[config.mk]
export PLATFORM = sky130hd
export DESIGN_NAME = lpc_blend
export DESIGN_NICKNAME = d
export VERILOG_FILES = /design/src/hdl/lpc_pkg.sv /design/src/hdl/lpc_blend.sv
export SDC_FILE = /design/constraint.sdc
export NUM_CORES = 1
export LEC_CHECK = 0
export ABC_AREA = 1
export BUFFER_PORTS_ARGS = -buffer_cell sky130_fd_sc_hd__buf_4
export CAP_MARGIN = 20
export CORE_MARGIN = 5
export CORE_UTILIZATION = 55
export DETAILED_ROUTE_END_ITERATION = 12
export PLACE_DENSITY = 0.75
export REMOVE_ABC_BUFFERS = 1
export SLEW_MARGIN = 20
export SYNTH_ARGS = -nofsm -noshare
export SYNTH_HDL_FRONTEND = slang
export SYNTH_SLANG_ARGS = --single-unit
[constraint.sdc]
create_clock -name vclk -period 17
set_input_delay 4.25 -clock vclk [all_inputs]
set_output_delay 4.25 -clock vclk [all_outputs]
set_load 0.1 [all_outputs]
[src/hdl/lpc_pkg.sv]
// shared constants, types and state codes of the layered pixel compositor
package lpc_pkg;

	localparam int MAX_WIDTH  = 64;
	localparam int MAX_HEIGHT = 64;
	localparam int LAYERS     = 4;
	localparam int CHANNELS   = 4;
	localparam int LOCATIONS  = MAX_WIDTH * MAX_HEIGHT;
	localparam int LOC_W      = $clog2(LOCATIONS);
	localparam int CLR_W      = $clog2(LOCATIONS + 1);
	localparam int LAYER_W    = $clog2(LAYERS);
	localparam int DIM_W      = 7;
	localparam int AREA_W     = 2 * DIM_W - 1;
	localparam int IDX_W      = 16;
	localparam int NL_W       = 3;
	localparam int MODE_W     = 2;
	localparam int CFG_IDX_W  = 2;
	localparam int CFG_DATA_W = 7;
	localparam int ALPHA_W    = 16;

	localparam logic [CFG_IDX_W-1:0] REG_WIDTH  = 2'd0;
	localparam logic [CFG_IDX_W-1:0] REG_HEIGHT = 2'd1;
	localparam logic [CFG_IDX_W-1:0] REG_LAYERS = 2'd2;
	localparam logic [CFG_IDX_W-1:0] REG_MODE   = 2'd3;

	localparam logic [MODE_W-1:0] MODE_GRAY = 2'd0;
	localparam logic [MODE_W-1:0] MODE_RGB  = 2'd1;

	localparam logic ACT_PUSH = 1'b0;
	localparam logic ACT_COMP = 1'b1;

	typedef logic [CHANNELS-1:0][7:0] chan_t;

	typedef struct packed {
		logic [ALPHA_W-1:0] alpha;
		chan_t              color;
	} layer_t;

	typedef layer_t [LAYERS-1:0] word_t;

	typedef struct packed {
		logic             rd_en;
		logic             wr_en;
		logic [LOC_W-1:0] rd_addr;
		logic [LOC_W-1:0] wr_addr;
	} store_req_t;

	typedef enum logic [2:0] {
		ST_CLEAR,
		ST_IDLE,
		ST_LOAD,
		ST_BLEND,
		ST_DONE
	} state_t;

endpackage

[src/hdl/lpc_blend.sv]
// one alpha-over step of a single layer onto the running channel values
module lpc_blend import lpc_pkg::*; (
	input  chan_t                 acc,
	input  layer_t                layer,
	input  logic [CHANNELS-1:0]   chan_en,
	output chan_t                 acc_next
);

	logic [CHANNELS-1:0]       neg;
	logic [CHANNELS-1:0][7:0]  mag;
	logic [CHANNELS-1:0][23:0] prod;
	logic [CHANNELS-1:0][7:0]  step;

	// the step never exceeds the distance to the layer value, so no clamp is needed
	always_comb begin
		for (int c = 0; c < CHANNELS; c++) begin
			neg[c]      = (layer.color[c] < acc[c]);
			mag[c]      = neg[c] ? (acc[c] - layer.color[c]) : (layer.color[c] - acc[c]);
			prod[c]     = 24'(mag[c]) * 24'(layer.alpha);
			step[c]     = prod[c][23:16];
			acc_next[c] = !chan_en[c] ? acc[c] :
				(neg[c] ? (acc[c] - step[c]) : (acc[c] + step[c]));
		end
	end

endmodule

# Yosys cells after proc, flatten, opt, wreduce, memory -nomap -nowiden
# Index checks and enable logic that the tools add are counted.
# Widths: inputs -> output; s select.
dict set report word_totals {
  in_bits 84
  out_inout_bits 32
  register_bits 0
  word_cells 36
}
dict set report op_classes {
  mul 4
  magnitude_cmp 4
  n_mux 12
  addsub 16
}
# cell count
set ops {}
lappend ops {{$mul 8x16->24} 4}
lappend ops {{$mux 8} 12}
lappend ops {{$sub 8x8->8} 12}
lappend ops {{$add 8x8->8} 4}
lappend ops {{$lt 8x8->1} 4}

# Depth between registers and ports, before layout
# Gate-level depths: netlist of run 1.
dict set report depth {
  ltp_word 6
  depth_mapped 53
  ltp_nobuf 53
}

# Worst setup path before layout of run 1
# Ideal clock, no wire load.
dict set report synth_path {
  path_type {input -> output}
  startpoint {in layer[0] in the netlist's numbering}
  endpoint {out acc_next[6] in the netlist's numbering}
  n_path_buf 2
  arrival_ns 13.167
  cell_stages 39
  required_time_ns 12.750
  path_slack_ns -0.417
  path_cell_list {inv_1 > ha_1 > inv_1 > fa_1 > nand3_1 > nand2_1 > nand2_1 > nand2_2 > clkbuf_1 > o21ai_0 > xor2_1 > clkbuf_1 > nor2_1 > fa_1 > fa_1 > fa_1 > inv_1 > fa_1 > [3 not listed] > inv_1 > a21oi_1 > nand2_1 > a21o_1 > or2_2 > nand3_1 > nand2_1 > ha_1 > nand2_1 > o21ai_0 > fa_1 > inv_1 > o31ai_1 > and2_1 > o21ai_0 > nand2_1 > xor2_1 > o21ai_0}
}
# element line
set synth_lines {}
lappend synth_lines {{from (decl)} lpc_blend.sv:4} ;# input layer_t layer,
lappend synth_lines {{to (decl)} lpc_blend.sv:6} ;# output chan_t acc_next

==> impl_metrics.ini, run 1 <==
[drt]
num_vias = 18600
vias_per_cell = 5.52
wl_per_cell_um = 16.6
totalWireLength_um = 56100
drcViolationCount = 0
drtIter0Drc = 1027
drt_first_pass_iters = 5
ant_nets = 0

[worst_setup_path]
cp_slowest_cell = fa_1
start_kind = primary input
critical_path_arrival_ns = 12.33
worstPathMaxFanout = 6
cp_slowest_stage_delay_ns = 0.56
critical_path_required_ns = 12.75
endpoint = acc_next[7]
critPathKind = primary input to primary output
timing.critical_path.buf_inv = 9
crit_cells = 50
crit_top_cell = nand2_1
startpoint = layer[0]
critical-path-top-delay-family = adder cells
cp-end-kind = primary output

[die]
fp.dieW_um = 201
boundaryPins = 116
rows = 69
initial_core_util = 0.559
coreArea_sq_um = 35700
die_y_um = 201
dieArea_sq_um = 40300

[synthesis]
syn_area_sq_um = 20000
synth_largest_area_cell = fa_1
syn_area_per_cell_sq_um = 7.09
yosysWarnings = 0
synthTopCellsByArea = fa_1 (34%), ha_1 (17%), inv_1 (11%)
synthDominantCellAreaShare = 0.344
yosys.area_share.adder = 0.512
synth.distinct_cells = 54
synthXorXnorAreaFrac = 0.0354
synth.mux.area_fraction = 0.00200
ys_seq_area_frac = 0
synth_top_family_by_area = adder cells
synth_cells = 2820
synthSimpleGateAreaFrac = 0.234
synth_compound_area_frac = 0.0907

[layout]
layout_commonest_cell = inv_1
final_cell_mix = inv_1 (565), nand2_1 (483), nor2_1 (483)
area_delta_synth_final_pct = 10.4
final_util = 0.618
n_antenna_cell = 0
nets = 3610
seqCellArea_sq_um = 0
clkbuf_count = 0
drive_gt1_frac = 0.101
seq_cells = 0

[timing]
fmax_mhz = 60.3
finalCritPeriodShare = 0.975
hold_viol = 0
hold_ws_ns = 8.90
setup_viol = 0
worst_pin_slew_ns = 1.09
setup_ws_ns = 0.422
maxSlewViolCount = 0
slew_headroom = 0.270
period_minus_slack_ns = 16.58

[placement]
io_buffers = 116
hpwlAfterDp_um = 45100
gp_congestion = 0.919
pre_cts_ws_ns = 0.190

[clocking]
cts_hold_buf = 0

[flow_run]
maxCapViolCount = 0

[global_routing]
grt_max_degree = 29
grt_pass1_wl_um = 92200
grt_use_total = 0.270
grt_pass1_vias = 19400
grt_overflow = 0
antenna_found_initial = 1

[run_status]
outcome = complete, no violations

[worst_hold_path]
hp-class = primary input to primary output
==> cell type report <==
type / count / area [sq um]
fill: 3328 / 13700
tap: 461 / 577
multi-input combinational: 2159 / 17900
timing repair buffer: 173 / 1430
inverter: 580 / 2190
==> tightest hold or removal path: stages <==
cell and delay (ns):
buf_4 0.08, nand2_1 0.05, nand2_2 0.09, buf_12 0.17
==> worst min path at each step <==
stage,startpoint,endpoint,slack (ns),cells past startpoint
final,acc[7],acc_next[7],8.90,4
after global routing,acc[31],acc_next[31],8.91,4
after CTS,acc[15],acc_next[15],8.93,4
after detailed placement,acc[15],acc_next[15],8.93,4
after global placement,acc[15],acc_next[15],8.92,4
after floorplan,chan_en[1],acc_next[11],9.07,1
==> per-layer routing <==
layer / up-vias / wire length (um) / global-route usage
met2: 715 / 27100 / 0.471
met5: - / 18 / 0
li1: 8793 / - / -
met1: 8965 / 22800 / 0.346
met3: 141 / 4570 / 0.0493
met4: 2 / 1680 / 0.0728
==> logic make-up after synthesis <==
| family | Yosys count |
|---|---|
| buffers and inverters | 662 |
| AO/OA/AOI/OAI | 321 |
| XOR/XNOR | 79 |
| adder cells (fa/ha/maj) | 612 |
| multiplexers | 4 |
| AND/OR/NAND/NOR | 1142 |
==> cell usage after synthesis, types with 5 or more instances <==
cell	instances
inv_1	570
nand2_1	491
nor2_1	488
fa_1	344
ha_1	268
a21oi_1	134
o21ai_0	97
nand3_1	69
clkbuf_1	63
xor2_1	63
nor3_1	24
a21o_1	17
nand2_2	16
buf_2	14
nand4_1	14
xnor2_1	14
o21ai_1	11
a31oi_1	10
nand3b_1	9
o21bai_1	9
o31ai_1	9
a211oi_1	8
inv_2	7
nor4_1	6
and2_1	5
o221ai_1	5
==> metrics by stage <==
step / std cells / setup TNS (ns) / cell area (sq um)
2_1_floorplan: 2738 / -1.41 / 19700
3_3_place_gp: 3349 / 0 / 21400
3_5_place_dp: 3349 / 0 / 21400
4_1_cts: 3349 / 0 / 21400
5_1_grt: 3373 / -0.306 / 22100
6_report: 3373 / 0 / 22100
==> repair_timing <==
| item | in CTS | in global routing |
|---|---|---|
| gates resized for setup | 0 | 114 |
| buffers inserted | 0 | 19 |
| setup endpoints to repair | 0 | 4 |
| hold endpoints to repair | 0 | 0 |
Power of run 1 is left out: the tool's default activity adds up to more than one toggle a clock period on the data nets, which glitch-free logic cannot reach.
==> run 2, diff against run 1 <==
--- a/config.mk
+++ b/config.mk
@@ -5,7 +5,7 @@
 export SDC_FILE = /design/constraint.sdc
 export NUM_CORES = 1
 export LEC_CHECK = 0
-export ABC_AREA = 1
+export ABC_AREA = 0
 export BUFFER_PORTS_ARGS = -buffer_cell sky130_fd_sc_hd__buf_4
 export CAP_MARGIN = 20
 export CORE_MARGIN = 5
==> run 2 against run 1 <==
Net effect:
- flip-flop and latch count unchanged
- critical endpoint is now acc_next[15]
- largest cell class unchanged
- first-iteration DRC count down 26%
- non-clock buffer count up 353
- synthesized area down 1.9%
- via count down 2.7%
- fmax down 6.1%
- hold slack better by 0.055 ns
- the run now ends with negative setup slack left
- die area down 1.8%
- synthesized cell count down 16%
- routed wire length down 2.3%
- clock-buffer cell count unchanged
==> impl_metrics.ini, run 2 <==
[worst_setup_path]
startpoint = layer[8]
start_kind = primary input
critical_path_required_ns = 12.75
worstPathMaxFanout = 8
cp_slowest_stage_delay_ns = 0.54
cp-end-kind = primary output
critPathKind = primary input to primary output
cp_slowest_cell = fa_1
critical_path_arrival_ns = 13.40

[worst_hold_path]
hp-class = primary input to primary output
min_from = chan_en[1]

[die]
die_y_um = 199
rows = 69
initial_core_util = 0.554
coreArea_sq_um = 35400
dieArea_sq_um = 39500
fp.dieW_um = 199
boundaryPins = 116

[drt]
wl_per_cell_um = 16.9
vias_per_cell = 5.57
totalWireLength_um = 54800
num_vias = 18100
ant_nets = 0
drcViolationCount = 0
drt_first_pass_iters = 5
drtIter0Drc = 764

[synthesis]
synth.distinct_cells = 77
synthDominantCellAreaShare = 0.351
ys_seq_area_frac = 0
syn_area_sq_um = 19600
yosysWarnings = 0
synthTopCellsByArea = fa_1 (35%), ha_1 (17%), and2_1 (12%)
synth_top_cells_by_count = inv_1 (413), and2_1 (363), fa_1 (344)
synth_most_common_cell = inv_1
syn_area_per_cell_sq_um = 8.30
synth_cells = 2363
synth_largest_area_cell = fa_1

[run_status]
violations = negative setup slack
outcome = finished, violations left

[layout]
n_antenna_cell = 0
layout_commonest_cell = buf_4
fin_area_sq_um = 25200
drive_gt1_frac = 0.275
final_cell_mix = buf_4 (497), inv_1 (394), and2_1 (352)
nets = 3490
seq_cells = 0
area_delta_synth_final_pct = 28.6
final_util = 0.713
clkbuf_count = 0
seqCellArea_sq_um = 0
fillers = 2548

[timing]
worst_pin_slew_ns = 0.568
hold_viol = 0
period_minus_slack_ns = 17.65
setup_viol = 4
hold_ws_ns = 8.95
setup_ws_ns = -0.646
slew_headroom = 0.621
rsz0062_at_grt = yes
finalCritPeriodShare = 1.04
maxSlewViolCount = 0
fmax_mhz = 56.7

[flow_run]
maxCapViolCount = 0

[placement]
place_area_sq_um = 23400
io_buffers = 116
hpwlAfterDp_um = 40500
gp_congestion = 0.945

[global_routing]
antenna_found_initial = 0
grt_overflow = 0
grt_max_degree = 34
grt_pass1_vias = 19600
grt_pass1_wl_um = 89000
grt_use_total = 0.267
[run 2: cell types whose count changed in the layout (fill, tap and decap cells not counted), moves of 35 or more]
cell	delta
nand2_1	-293
xor2_1	-35
a21oi_1	-68
buf_4	+342
and2_1	+347
o21ai_0	-50
nand3_1	-51
nor2_1	-421
xnor2_1	+35
inv_1	-171
nor2b_1	+41
[run 2: final timing paths]
kind,slack (ns),depth (start not counted),to
setup / recovery,-0.65,46,acc_next[15]
hold / removal,8.95,3,acc_next[14]
[run 2: kinds of logic after synthesis]
kind of cell | synth area share
AO/OA/AOI/OAI | 0.105
adder cells (fa/ha/maj) | 0.522
AND/OR/NAND/NOR | 0.227
XOR/XNOR | 0.0406
multiplexers | 0.00727
buffers and inverters | 0.0978
[run 2: layer usage]
metal | vias up | track usage | share of wire
met5 | - | 0 | 0
met4 | 0 | 0.0762 | 0.036
met3 | 184 | 0.0166 | 0.050
met2 | 600 | 0.500 | 0.53
met1 | 9023 | 0.331 | 0.39
li1 | 8298 | - | -
[run 2: worst max-delay path: cells and delay by family]
family | cells | cell delay [ns]
AO/OA/AOI/OAI | 13 | 2.13
multiplexers | 1 | 0.20
buffers and inverters | 8 | 0.77
AND/OR/NAND/NOR | 11 | 2.30
adder cells (fa/ha/maj) | 8 | 2.94
XOR/XNOR | 5 | 0.82
[run 2: cell type report]
class	count	area, sq um	share of cell area
inverters	413	1560	0.0620
multi-input cells	1853	18900	0.751
well taps	461	577	0.0229
repair buffers	526	4150	0.164
[run 2: per-stage QoR]
stage               setup TNS (ns)  cells  setup WS (ns)
floorplan                    -8.49   2266          -1.76
global placement             -3.01   3199         -0.955
detailed placement           -4.46   3199          -1.16
CTS                          -1.55   3224         -0.528
global route                 -5.02   3253          -1.00
finish                       -1.75   3253         -0.646
[run 2: what timing repair did]
item / CTS / global route
hold buffers: 0 / 0
cloned: 0 / 1
buffers inserted: 25 / 30
endpoints found under the setup margin: 9 / 18
gates resized for setup: 110 / 219
pin swaps: 89 / 96
Power of run 2 is left out for the same reason.
